===== src/design/fswf_pkg.sv =====
// ----------------------------------------------------------------------------
// fswf_pkg
// Shared types, constants and helpers of the fibre score window filter:
// channel words, configuration set, register indexes, reject causes and the
// command and status groups between controller and datapath.
// ----------------------------------------------------------------------------
`default_nettype none

package fswf_pkg;

   // Fixed field widths of the channels and registers
   localparam int unsigned SAMPLE_W  = 12;
   localparam int unsigned CFG_W     = 12;
   localparam int unsigned COUNT_W   = 11;
   localparam int unsigned CAUSE_W   = 3;
   localparam int unsigned ORDER_W   = 3;
   localparam int unsigned CSR_IDX_W = 3;

   // Defaults of the top level parameters
   localparam int unsigned MAX_POINTS_DEF  = 1024;
   localparam int unsigned SAMPLE_BITS_DEF = 12;
   localparam int unsigned MAX_ORDER_DEF   = 4;

   // Register indexes on the csr port
   typedef enum logic [CSR_IDX_W-1:0] {
      CSR_MAX_POINTS    = 3'd0,
      CSR_GLOBAL_LOW    = 3'd1,
      CSR_GLOBAL_HIGH   = 3'd2,
      CSR_MEAN_LOW      = 3'd3,
      CSR_MEAN_HIGH     = 3'd4,
      CSR_POWER_LOW     = 3'd5,
      CSR_POWER_HIGH    = 3'd6,
      CSR_POWER_ORDER   = 3'd7
   } csr_index_type;

   // Reject causes, in test order
   localparam logic [CAUSE_W-1:0] CAUSE_KEPT     = 3'd0;
   localparam logic [CAUSE_W-1:0] CAUSE_TOO_LONG = 3'd1;
   localparam logic [CAUSE_W-1:0] CAUSE_GLOBAL   = 3'd2;
   localparam logic [CAUSE_W-1:0] CAUSE_MEAN     = 3'd3;
   localparam logic [CAUSE_W-1:0] CAUSE_POWER    = 3'd4;

   typedef struct packed {
      logic [SAMPLE_W-1:0] sample;
      logic                last_point;
   } req_type;

   typedef struct packed {
      logic               keep;
      logic [CAUSE_W-1:0] reject_cause;
      logic [COUNT_W-1:0] point_total;
   } rsp_type;

   typedef struct packed {
      logic [COUNT_W-1:0] max_points_allowed;
      logic [CFG_W-1:0]   global_low;
      logic [CFG_W-1:0]   global_high;
      logic [CFG_W-1:0]   mean_low;
      logic [CFG_W-1:0]   mean_high;
      logic [CFG_W-1:0]   power_mean_low;
      logic [CFG_W-1:0]   power_mean_high;
      logic [ORDER_W-1:0] power_order;
   } cfg_type;

   localparam cfg_type CFG_RESET = '{
      max_points_allowed: 11'd1024,
      global_low:         12'd0,
      global_high:        12'd4095,
      mean_low:           12'd0,
      mean_high:          12'd4095,
      power_mean_low:     12'd0,
      power_mean_high:    12'd4095,
      power_order:        3'd1
   };

   // Which window bound the verdict sequence is working on
   typedef enum logic [1:0] {
      BND_MEAN_LO  = 2'd0,
      BND_MEAN_HI  = 2'd1,
      BND_POWER_LO = 2'd2,
      BND_POWER_HI = 2'd3
   } bnd_sel_type;

   typedef struct packed {
      logic        load_smp;
      logic        pow_step;
      logic        accumulate;
      logic        load_bnd;
      logic        scale;
      logic        result_load;
      bnd_sel_type bnd_sel;
   } ctrl_cmd_type;

   typedef struct packed {
      logic order_one;
      logic pow_last;
      logic last_pt;
   } dp_status_type;

   // Exponent in force: zero reads as one, large values clip to the maximum
   function automatic logic [ORDER_W-1:0] eff_order(input logic [ORDER_W-1:0] order,
                                                     input logic [ORDER_W-1:0] max_order);
      logic [ORDER_W-1:0] p;
      p = order;
      if (p == '0) begin
         p = ORDER_W'(1);
      end
      if (p > max_order) begin
         p = max_order;
      end
      return p;
   endfunction

endpackage

`default_nettype wire


===== src/design/fswf_csr.sv =====
// ----------------------------------------------------------------------------
// fswf_csr
// Configuration register set. Takes one write word per cycle and presents the
// full register set to the datapath.
// ----------------------------------------------------------------------------
`default_nettype none

module fswf_csr (
   input  wire logic                           clock,
   input  wire logic                           reset,
   input  wire logic                           csr_valid,
   output logic                                csr_ready,
   input  wire logic [fswf_pkg::CSR_IDX_W-1:0] csr_index,
   input  wire logic [fswf_pkg::CFG_W-1:0]     csr_data,
   output fswf_pkg::cfg_type                   cfg
);

   fswf_pkg::cfg_type cfg_ff;
   fswf_pkg::cfg_type cfg_in;

   assign csr_ready = 1'b1;

   // register decode
   always_comb begin
      cfg_in = cfg_ff;
      if (csr_valid) begin
         unique case (csr_index)
            fswf_pkg::CSR_MAX_POINTS:  cfg_in.max_points_allowed =
                                          csr_data[fswf_pkg::COUNT_W-1:0];
            fswf_pkg::CSR_GLOBAL_LOW:  cfg_in.global_low      = csr_data;
            fswf_pkg::CSR_GLOBAL_HIGH: cfg_in.global_high     = csr_data;
            fswf_pkg::CSR_MEAN_LOW:    cfg_in.mean_low        = csr_data;
            fswf_pkg::CSR_MEAN_HIGH:   cfg_in.mean_high       = csr_data;
            fswf_pkg::CSR_POWER_LOW:   cfg_in.power_mean_low  = csr_data;
            fswf_pkg::CSR_POWER_HIGH:  cfg_in.power_mean_high = csr_data;
            fswf_pkg::CSR_POWER_ORDER: cfg_in.power_order     =
                                          csr_data[fswf_pkg::ORDER_W-1:0];
            default: ;
         endcase
      end
   end

   always_ff @(posedge clock) begin
      if (reset) begin
         cfg_ff <= fswf_pkg::CFG_RESET;
      end else begin
         cfg_ff <= cfg_in;
      end
   end

   assign cfg = cfg_ff;

endmodule

`default_nettype wire


===== src/design/fswf_dp.sv =====
// ----------------------------------------------------------------------------
// fswf_dp
// Datapath: fibre statistics, one shared multiplier for sample powers, bound
// powers and bound-times-count products, the verdict compares and the result
// register.
// ----------------------------------------------------------------------------
`default_nettype none

module fswf_dp #(
   parameter int unsigned MAX_POINTS  = fswf_pkg::MAX_POINTS_DEF,
   parameter int unsigned SAMPLE_BITS = fswf_pkg::SAMPLE_BITS_DEF,
   parameter int unsigned MAX_ORDER   = fswf_pkg::MAX_ORDER_DEF
) (
   input  wire logic                    clock,
   input  wire logic                    reset,
   input  wire fswf_pkg::req_type       req_data,
   input  wire fswf_pkg::cfg_type       cfg,
   input  wire fswf_pkg::ctrl_cmd_type  cmd,
   output fswf_pkg::dp_status_type      status,
   output fswf_pkg::rsp_type            rsp_data
);

   localparam int unsigned CFG_W   = fswf_pkg::CFG_W;
   localparam int unsigned ORDER_W = fswf_pkg::ORDER_W;
   localparam int unsigned COUNT_W = fswf_pkg::COUNT_W;
   localparam int unsigned CNT_W   = $clog2(MAX_POINTS + 2);
   localparam int unsigned SUM_W   = SAMPLE_BITS + $clog2(MAX_POINTS);
   localparam int unsigned PSUM_W  = SAMPLE_BITS * MAX_ORDER + $clog2(MAX_POINTS);
   localparam int unsigned PWR_W   = CFG_W * MAX_ORDER;
   localparam int unsigned MULB_W  = (CFG_W > CNT_W) ? CFG_W : CNT_W;
   localparam int unsigned MUL_W   = PWR_W + MULB_W;
   localparam int unsigned CMP_W   = (PSUM_W > MUL_W) ? PSUM_W : MUL_W;
   localparam int unsigned LEN_W   = (CNT_W > COUNT_W) ? CNT_W : COUNT_W;

   logic [CFG_W-1:0]       base_ff,  base_in;
   logic [PWR_W-1:0]       pw_ff,    pw_in;
   logic [ORDER_W-1:0]     exp_ff,   exp_in;
   logic                   last_ff,  last_in;
   logic [CNT_W-1:0]       count_ff, count_in;
   logic [SAMPLE_BITS-1:0] min_ff,   min_in;
   logic [SAMPLE_BITS-1:0] max_ff,   max_in;
   logic [SUM_W-1:0]       sum_ff,   sum_in;
   logic [PSUM_W-1:0]      psum_ff,  psum_in;
   logic [MUL_W-1:0]       lim_ff [4];
   fswf_pkg::rsp_type      rsp_ff,   rsp_in;

   logic [SAMPLE_BITS-1:0] smp;
   logic [SAMPLE_BITS-1:0] acc_smp;
   logic [ORDER_W-1:0]     order;
   logic [CFG_W-1:0]       bound;
   logic [MULB_W-1:0]      mul_b;
   logic [MUL_W-1:0]       mul_p;
   logic                   too_long;
   logic                   out_global;
   logic                   out_mean;
   logic                   out_power;
   logic [fswf_pkg::CAUSE_W-1:0] cause;

   assign smp     = req_data.sample[SAMPLE_BITS-1:0];
   assign acc_smp = base_ff[SAMPLE_BITS-1:0];
   assign order   = fswf_pkg::eff_order(cfg.power_order, ORDER_W'(MAX_ORDER));

   // bound picked for the verdict sequence
   always_comb begin
      unique case (cmd.bnd_sel)
         fswf_pkg::BND_MEAN_LO:  bound = cfg.mean_low;
         fswf_pkg::BND_MEAN_HI:  bound = cfg.mean_high;
         fswf_pkg::BND_POWER_LO: bound = cfg.power_mean_low;
         fswf_pkg::BND_POWER_HI: bound = cfg.power_mean_high;
         default:                bound = cfg.mean_low;
      endcase
   end

   // shared multiplier: power step by the base, or scale by the point count
   assign mul_b = cmd.scale ? MULB_W'(count_ff) : MULB_W'(base_ff);
   assign mul_p = pw_ff * mul_b;

   // status back to the controller
   assign status.order_one = (order == ORDER_W'(1));
   assign status.pow_last  = (({1'b0, exp_ff} + (ORDER_W + 1)'(1)) >= {1'b0, order});
   assign status.last_pt   = last_ff;

   // verdict tests, first failing one wins
   assign too_long   = (LEN_W'(count_ff) > LEN_W'(cfg.max_points_allowed)) ||
                       (count_ff > CNT_W'(MAX_POINTS));
   assign out_global = (CFG_W'(min_ff) < cfg.global_low) ||
                       (CFG_W'(max_ff) > cfg.global_high);
   assign out_mean   = (CMP_W'(sum_ff) < CMP_W'(lim_ff[fswf_pkg::BND_MEAN_LO])) ||
                       (CMP_W'(sum_ff) > CMP_W'(lim_ff[fswf_pkg::BND_MEAN_HI]));
   assign out_power  = (CMP_W'(psum_ff) < CMP_W'(lim_ff[fswf_pkg::BND_POWER_LO])) ||
                       (CMP_W'(psum_ff) > CMP_W'(lim_ff[fswf_pkg::BND_POWER_HI]));

   always_comb begin
      if (too_long) begin
         cause = fswf_pkg::CAUSE_TOO_LONG;
      end else if (out_global) begin
         cause = fswf_pkg::CAUSE_GLOBAL;
      end else if (out_mean) begin
         cause = fswf_pkg::CAUSE_MEAN;
      end else if (out_power) begin
         cause = fswf_pkg::CAUSE_POWER;
      end else begin
         cause = fswf_pkg::CAUSE_KEPT;
      end
   end

   // operand and power registers
   always_comb begin
      base_in = base_ff;
      pw_in   = pw_ff;
      exp_in  = exp_ff;
      last_in = last_ff;
      if (cmd.load_smp) begin
         base_in = CFG_W'(smp);
         pw_in   = PWR_W'(smp);
         exp_in  = ORDER_W'(1);
         last_in = req_data.last_point;
      end else if (cmd.load_bnd) begin
         base_in = bound;
         pw_in   = PWR_W'(bound);
         exp_in  = ORDER_W'(1);
      end else if (cmd.pow_step) begin
         pw_in  = mul_p[PWR_W-1:0];
         exp_in = exp_ff + ORDER_W'(1);
      end
   end

   // fibre statistics; cleared once the verdict word is loaded
   always_comb begin
      count_in = count_ff;
      min_in   = min_ff;
      max_in   = max_ff;
      sum_in   = sum_ff;
      psum_in  = psum_ff;
      if (cmd.result_load) begin
         count_in = '0;
         min_in   = '1;
         max_in   = '0;
         sum_in   = '0;
         psum_in  = '0;
      end else if (cmd.accumulate) begin
         if (count_ff < CNT_W'(MAX_POINTS)) begin
            if (acc_smp < min_ff) begin
               min_in = acc_smp;
            end
            if (acc_smp > max_ff) begin
               max_in = acc_smp;
            end
            sum_in  = sum_ff + SUM_W'(acc_smp);
            psum_in = psum_ff + PSUM_W'(pw_ff);
         end
         if (count_ff <= CNT_W'(MAX_POINTS)) begin
            count_in = count_ff + CNT_W'(1);
         end
      end
   end

   // result word
   always_comb begin
      rsp_in = rsp_ff;
      if (cmd.result_load) begin
         rsp_in.keep         = (cause == fswf_pkg::CAUSE_KEPT);
         rsp_in.reject_cause = cause;
         rsp_in.point_total  = COUNT_W'(count_ff);
      end
   end

   always_ff @(posedge clock) begin
      if (reset) begin
         count_ff <= '0;
         min_ff   <= '1;
         max_ff   <= '0;
         sum_ff   <= '0;
         psum_ff  <= '0;
         last_ff  <= 1'b0;
      end else begin
         count_ff <= count_in;
         min_ff   <= min_in;
         max_ff   <= max_in;
         sum_ff   <= sum_in;
         psum_ff  <= psum_in;
         last_ff  <= last_in;
      end
   end

   always_ff @(posedge clock) begin
      base_ff <= base_in;
      pw_ff   <= pw_in;
      exp_ff  <= exp_in;
      rsp_ff  <= rsp_in;
      if (cmd.scale) begin
         lim_ff[cmd.bnd_sel] <= mul_p;
      end
   end

   assign rsp_data = rsp_ff;

endmodule

`default_nettype wire


===== src/design/fswf_ctrl.sv =====
// ----------------------------------------------------------------------------
// fswf_ctrl
// Controller: sequences sample powering, accumulation and, on a fibre's last
// point, the bound products and the verdict. Owns both handshakes.
// ----------------------------------------------------------------------------
`default_nettype none

module fswf_ctrl (
   input  wire logic                    clock,
   input  wire logic                    reset,
   input  wire logic                    req_valid,
   output logic                         req_ready,
   output logic                         rsp_valid,
   input  wire logic                    rsp_ready,
   input  wire fswf_pkg::dp_status_type status,
   output fswf_pkg::ctrl_cmd_type       cmd
);

   typedef enum logic [6:0] {
      ST_IDLE  = 7'b0000001,
      ST_POW   = 7'b0000010,
      ST_ACC   = 7'b0000100,
      ST_LOAD  = 7'b0001000,
      ST_BPOW  = 7'b0010000,
      ST_SCALE = 7'b0100000,
      ST_DONE  = 7'b1000000
   } state_type;

   state_type             state_ff, state_in;
   fswf_pkg::bnd_sel_type sel_ff,   sel_in;
   logic                  rsp_valid_ff, rsp_valid_in;

   // next state and commands
   always_comb begin
      state_in  = state_ff;
      sel_in    = sel_ff;
      req_ready = 1'b0;
      cmd       = '0;
      cmd.bnd_sel = sel_ff;
      unique case (state_ff)
         ST_IDLE: begin
            req_ready = 1'b1;
            if (req_valid) begin
               cmd.load_smp = 1'b1;
               state_in     = status.order_one ? ST_ACC : ST_POW;
            end
         end
         ST_POW: begin
            cmd.pow_step = 1'b1;
            if (status.pow_last) begin
               state_in = ST_ACC;
            end
         end
         ST_ACC: begin
            cmd.accumulate = 1'b1;
            if (status.last_pt) begin
               sel_in   = fswf_pkg::BND_MEAN_LO;
               state_in = ST_LOAD;
            end else begin
               state_in = ST_IDLE;
            end
         end
         ST_LOAD: begin
            cmd.load_bnd = 1'b1;
            if (sel_ff == fswf_pkg::BND_MEAN_LO || sel_ff == fswf_pkg::BND_MEAN_HI ||
                status.order_one) begin
               state_in = ST_SCALE;
            end else begin
               state_in = ST_BPOW;
            end
         end
         ST_BPOW: begin
            cmd.pow_step = 1'b1;
            if (status.pow_last) begin
               state_in = ST_SCALE;
            end
         end
         ST_SCALE: begin
            cmd.scale = 1'b1;
            if (sel_ff == fswf_pkg::BND_POWER_HI) begin
               state_in = ST_DONE;
            end else begin
               sel_in   = fswf_pkg::bnd_sel_type'(sel_ff + 2'd1);
               state_in = ST_LOAD;
            end
         end
         ST_DONE: begin
            // wait for the output register to free up
            if (!rsp_valid_ff || rsp_ready) begin
               cmd.result_load = 1'b1;
               state_in        = ST_IDLE;
            end
         end
         default: begin
            state_in = ST_IDLE;
         end
      endcase
   end

   // output word valid
   assign rsp_valid_in = cmd.result_load | (rsp_valid_ff & ~rsp_ready);

   always_ff @(posedge clock) begin
      if (reset) begin
         state_ff     <= ST_IDLE;
         sel_ff       <= fswf_pkg::BND_MEAN_LO;
         rsp_valid_ff <= 1'b0;
      end else begin
         state_ff     <= state_in;
         sel_ff       <= sel_in;
         rsp_valid_ff <= rsp_valid_in;
      end
   end

   assign rsp_valid = rsp_valid_ff;

endmodule

`default_nettype wire


===== src/design/fiber_score_window_filter.sv =====
// ----------------------------------------------------------------------------
// fiber_score_window_filter
// Fibre selection by score windows: one sample word per point, one verdict
// word per fibre, a csr port for the eight window and limit registers.
// ----------------------------------------------------------------------------
// Usage:
//   req_*  carries one sample per word; last_point closes the fibre.
//   rsp_*  carries one verdict word per fibre (keep, cause, point total).
//   csr_*  writes register csr_index with csr_data; always ready. Write it
//          only while no fibre is in flight.
// Sequence, with p the power order in force (1..MAX_ORDER):
//   A point that is not last occupies the block for the accept step, p-1
//   passes through the shared multiplier and an accumulate step.
//   A last point runs the same steps, then mean bound times count for both
//   mean bounds, then bound^p times count for each power bound, all on the
//   one multiplier, then a decide step that loads the verdict word.
// Reset: synchronous; clears the statistics, the verdict valid and loads the
//   register defaults. No clearing pass is needed.
// Stalls: the verdict sits in an output register, so the next fibre is taken
//   while it waits; only a second verdict holds the block in its decide cycle
//   until rsp_ready frees the register.
// ----------------------------------------------------------------------------
`default_nettype none

module fiber_score_window_filter #(
   parameter int unsigned MAX_POINTS  = fswf_pkg::MAX_POINTS_DEF,
   parameter int unsigned SAMPLE_BITS = fswf_pkg::SAMPLE_BITS_DEF,
   parameter int unsigned MAX_ORDER   = fswf_pkg::MAX_ORDER_DEF
) (
   input  wire logic                           clock,
   input  wire logic                           reset,
   input  wire logic                           req_valid,
   output logic                                req_ready,
   input  wire fswf_pkg::req_type              req_data,
   output logic                                rsp_valid,
   input  wire logic                           rsp_ready,
   output fswf_pkg::rsp_type                   rsp_data,
   input  wire logic                           csr_valid,
   output logic                                csr_ready,
   input  wire logic [fswf_pkg::CSR_IDX_W-1:0] csr_index,
   input  wire logic [fswf_pkg::CFG_W-1:0]     csr_data
);

   fswf_pkg::cfg_type       cfg;
   fswf_pkg::ctrl_cmd_type  cmd;
   fswf_pkg::dp_status_type status;

   fswf_csr u_csr (
      .clock     (clock),
      .reset     (reset),
      .csr_valid (csr_valid),
      .csr_ready (csr_ready),
      .csr_index (csr_index),
      .csr_data  (csr_data),
      .cfg       (cfg)
   );

   fswf_dp #(
      .MAX_POINTS  (MAX_POINTS),
      .SAMPLE_BITS (SAMPLE_BITS),
      .MAX_ORDER   (MAX_ORDER)
   ) u_dp (
      .clock    (clock),
      .reset    (reset),
      .req_data (req_data),
      .cfg      (cfg),
      .cmd      (cmd),
      .status   (status),
      .rsp_data (rsp_data)
   );

   fswf_ctrl u_ctrl (
      .clock     (clock),
      .reset     (reset),
      .req_valid (req_valid),
      .req_ready (req_ready),
      .rsp_valid (rsp_valid),
      .rsp_ready (rsp_ready),
      .status    (status),
      .cmd       (cmd)
   );

   // a sample word is worked on before the next is taken
   a_busy_after_accept: assert property (@(posedge clock) disable iff (reset)
      req_valid && req_ready |=> !req_ready)
      else $error("sample word taken while previous one still in work");

   // keep flag agrees with the cause code
   a_keep_matches_cause: assert property (@(posedge clock) disable iff (reset)
      rsp_valid |-> (rsp_data.keep == (rsp_data.reject_cause == fswf_pkg::CAUSE_KEPT)))
      else $error("keep flag disagrees with reject cause");

   // a verdict always counts the closing point
   a_nonzero_total: assert property (@(posedge clock) disable iff (reset)
      rsp_valid |-> (rsp_data.point_total != '0))
      else $error("verdict with zero points");

   // a new verdict only loads into a free output register
   a_no_overwrite: assert property (@(posedge clock) disable iff (reset)
      rsp_valid && !rsp_ready |=> rsp_valid && $stable(rsp_data))
      else $error("pending verdict overwritten");

endmodule

`default_nettype wire


===== config.mk =====
export PLATFORM = sky130hd
export DESIGN_NAME = fiber_score_window_filter
export DESIGN_NICKNAME = d
export VERILOG_FILES = /design/src/design/fswf_pkg.sv /design/src/design/fswf_csr.sv /design/src/design/fswf_dp.sv /design/src/design/fswf_ctrl.sv /design/src/design/fiber_score_window_filter.sv
export SDC_FILE = /design/constraint.sdc
export NUM_CORES = 2
export LEC_CHECK = 0
export BUFFER_PORTS_ARGS = -buffer_cell sky130_fd_sc_hd__buf_2
export CAP_MARGIN = 5
export CORE_UTILIZATION = 50
export CTS_BUF_LIST = sky130_fd_sc_hd__clkbuf_16
export CTS_CLUSTER_DIAMETER = 100
export CTS_CLUSTER_SIZE = 14
export DETAILED_ROUTE_END_ITERATION = 10
export PLACE_DENSITY = 0.73
export SYNTH_ARGS = -nofsm -noshare
export SYNTH_HDL_FRONTEND = slang
export SYNTH_HIERARCHICAL = 1
export SYNTH_SLANG_ARGS = --single-unit
export TNS_END_PERCENT = 50

===== constraint.sdc =====
create_clock -name clock -period 7.8 [get_ports clock]
set_input_delay 0.39 -clock clock [delete_from_list [all_inputs] [get_ports clock]]
set_output_delay 0.39 -clock clock [all_outputs]
set_load 0.01 [all_outputs]

==> impl_metrics.ini <==
[outcome]
outcome = finished, final reports clean

[power]
p_per_area_mw_per_mm2 = 348
p_int_mw = 8.60
combPwrFrac_pct = 62.5
switching_power_mw = 8.33
vdd_ir_drop_max_mv = 1.22
power_mw = 16.9
p_leak_nw = 23.0
p_clk_share_pct = 12.0
seqPwrFrac_pct = 25.5
switching_share_pct = 49.2

[clocking]
clkSinkCount = 530
holdBufCountCts = 0
cts-htree-levels = 2
cts_max_path_buffers = 3
cts_made_buffers = 43
clkTransAtPathRegs_ps = 70
clock_latency_ps = 600
cts_tree = done
clock_tree.root_cell = clkbuf_16

[timing]
hold_violations = 0
setup_viol = 0
skew_ps = 44.4
finalCriticalPeriod_ps = 7570
rsz0062_at_grt = yes
worst_slew_pin_slew_ps = 1250
min_period_over_period_pct = 97.1
slew_violations = 0
whs_ps = 62.4
tns_ps = 0
max_freq_ghz = 0.132
slew_headroom_pct = 16.0

[worst_setup_path]
cp_data_required_time_ps = 8110
startpoint = u_ctrl/state_ff[0]
r2r-end = u_dp/lim_ff[3][58]
r2r_slack_ps = 230
critical_path.max_fanout = 19
arrival_ps = 7880
cp_slowest_stage_delay_ps = 590
crit_slowest_cell = fa_1
path_cells = or4b_4 -> nor2_4 -> buf_4 -> mux2_4 -> buf_12 -> buf_4 -> nand2_1 -> fa_1 -> fa_1 -> fa_1 -> fa_1 -> fa_1 -> inv_1 -> ha_1 -> and2_1 -> nand3_1 -> or4_1 -> o32a_1 -> a21oi_2 -> o21ai_1 -> a21oi_1 -> buf_4 -> a41oi_1 -> xnor2_2
crit_path_frequent_cell = fa_1
rr_worst_depth = 24
setup.worst_path.end_class = register
cp-start-kind = register
worstSetupPathType = register to register
timing.rr.start = u_ctrl/state_ff[0]
crit_path_end = u_dp/lim_ff[3][58]

[final_layout]
drive_gt1_share_pct = 6.49
layout.nets = 5610
final_cell_mix = inv_1, nand2_1, fa_1
area_delta_synth_final_pct = 7.38
nFillCells = 7632
final_common_cell = inv_1
n_antenna_cell = 0

[floorplan]
floorplan.die.width_um = 303
rows = 109
core_mm2 = 0.0891
die_h_um = 303
start_util_pct = 50.8
die_area_mm2 = 0.0917
ioPinCount = 51

[global_route]
grt_start_max_net_pins = 88
gr-usage-all-layers_pct = 26.2
grt_pass1_vias = 34100
antenna_found_initial = 0
grt_overflow = 0
grt_pass1_wl_mm = 188

[run]
maxCapViolCount = 0

[min_path]
hold_class = primary input to register
hp-start = req_data[0]

[drt]
ant_nets = 0
avgRoutedWirePerCell_um = 19.9
drt_iter0_markers = 2869
routed_wirelength_mm = 118
first_pass_iters = 6
num_vias = 33700
vias_per_cell = 5.69
drc = 0

[synth]
ys_warn_count = 6
synth_area_per_cell_um2 = 9.55
synthesis.instances = 4739
syn_nets = 5616
async_reset_ff_share_pct = 0
ys_types = 96
syn-cell-area_mm2 = 0.0453
yosys_most_used_dff = edfxtp_1
synth_seq_area_share_pct = 29.6
synth_edf_count = 279
ys_ff_latch = 530

[placed_design]
dp_hpwl_mm = 90.7
port_buffers = 49
place.gp.congestion = 0.919
## cells in the mapped netlist (all sizes together) (5+ instances only)
library cell  instances  area share [%]
a211o                 7            0.14
a21oi               222             2.5
nor4                 39            0.54
mux2                 12            0.30
o21ai               132             1.5
nor3b                 6            0.10
mux4                 12            0.60
a2111oi               7            0.16
and2                159             2.2
nand2               655             5.4
xor2                 42            0.81
o21a                 14            0.23
nand2b               89             1.2
xnor2                69             1.3
buf                  34            0.42
mux2i               146             3.2
or3                  19            0.29
o211ai               34            0.56
clkbuf              177             1.5
or2                   5           0.069
ha                  382              11
and3                 27            0.37
o21bai               24            0.41
a21o                132             2.2
inv                 765             6.3
nand4b                5           0.097
o2111ai               6            0.12
nor2                206             1.7
nand3                40            0.44
dfxtp               251              11
o31ai                 7            0.12
fa                  462              20
or4                  14            0.23
a211oi               22            0.38
a31o                  6            0.12
edfxtp              279              19
a21boi               10            0.17
a221oi                5            0.14
nor2b                29            0.40
nor3                 29            0.35
and4                  7            0.14
nand4                64            0.88
a31oi                31            0.46
## area by class of cell
cell class / count / area, µm² / share of cell area (%)
multi-input cells: 3232 / 28400 / 58.5
flip-flops and latches: 530 / 13400 / 27.6
inverters: 766 / 2880 / 5.92
well taps: 1165 / 1460 / 3.00
repair buffers: 160 / 1200 / 2.48
clock buffers: 44 / 1100 / 2.27
clock inverters: 31 / 143 / 0.294
## registers in the layout, summed over array words and instances, names as in the netlist, 3 cells and up
name / cells
u_dp/max_ff: 12
u_dp/acc_smp: 12
u_dp/count_ff: 11
u_ctrl/state_ff: 7
u_dp/psum_ff: 58
u_dp/exp_ff: 3
u_dp/min_ff: 12
u_csr/cfg: 86
u_dp/pw_ff: 48
u_dp/sum_ff: 22
u_dp/lim_ff: 240
u_dp/rsp_data: 15
## per-stage QoR
step                util, %  instances  area (µm²)  setup slack, ps
detailed placement     52.9       5849       47100            -64.1
CTS                    54.3       5925       48400             11.1
global placement       52.9       5849       47100             55.4
global route           54.6       5928       48600            -70.9
floorplan                 -       4739       45300             16.7
finish                 54.6       5928       48600              226
## metal layers
metal / share of wire, % / GRT usage, % / vias to the layer above
met5: 0 / 0 / -
met4: 2.0 / 5.43 / 0
met3: 9.2 / 4.48 / 185
met2: 44 / 40.7 / 1345
met1: 45 / 38.3 / 16700
li1: - / - / 15500
## critical path: cells and delay by family, from the launching register on
family,cells,cell delay [ps]
AO/OA/AOI/OAI,5,980
XOR/XNOR,1,200
adder cells (fa/ha/maj),6,2970
buffers and inverters,5,850
flip-flops,1,310
multiplexers,1,320
AND/OR/NAND/NOR,6,1660
## cells by family after synthesis
kind of cell / share of synthesized area [%]
simple gates: 14.8
buf+inv: 8.24
fa+ha+maj: 31.0
compound gates: 10.1
flops: 29.6
mux: 4.13
xor+xnor: 2.15
other cells: 0.00829
## how the worst min path moves through the flow
stage | endpoint | cells after the start
floorplan | u_csr/cfg[44] | 2
global placement | u_csr/cfg[44] | 2
detailed placement | u_csr/cfg[44] | 2
CTS | u_dp/last_ff | 3
global route | u_dp/last_ff | 3
finish | u_dp/last_ff | 3
## repair_timing
| action | 4_1_cts | 5_1_grt |
|---|---|---|
| pin swaps | 1 | 4 |
| setup endpoints to repair | 32 | 82 |
| resized for setup | 1 | 35 |
| setup buffers | 1 | 3 |
## power groups by stage
| stage | clock network (mW) | registers (mW) | logic [mW] |
|---|---|---|---|
| floorplan | 0 | 4.60 | 7.04 |
| global placement | 0 | 4.42 | 10.0 |
| detailed placement | 0 | 4.40 | 10.2 |
| CTS | 2.07 | 4.34 | 10.3 |
| global route | 2.16 | 4.31 | 11.6 |
| finish | 2.03 | 4.32 | 10.6 |
Note: power is estimated with default switching activity, not from simulation.
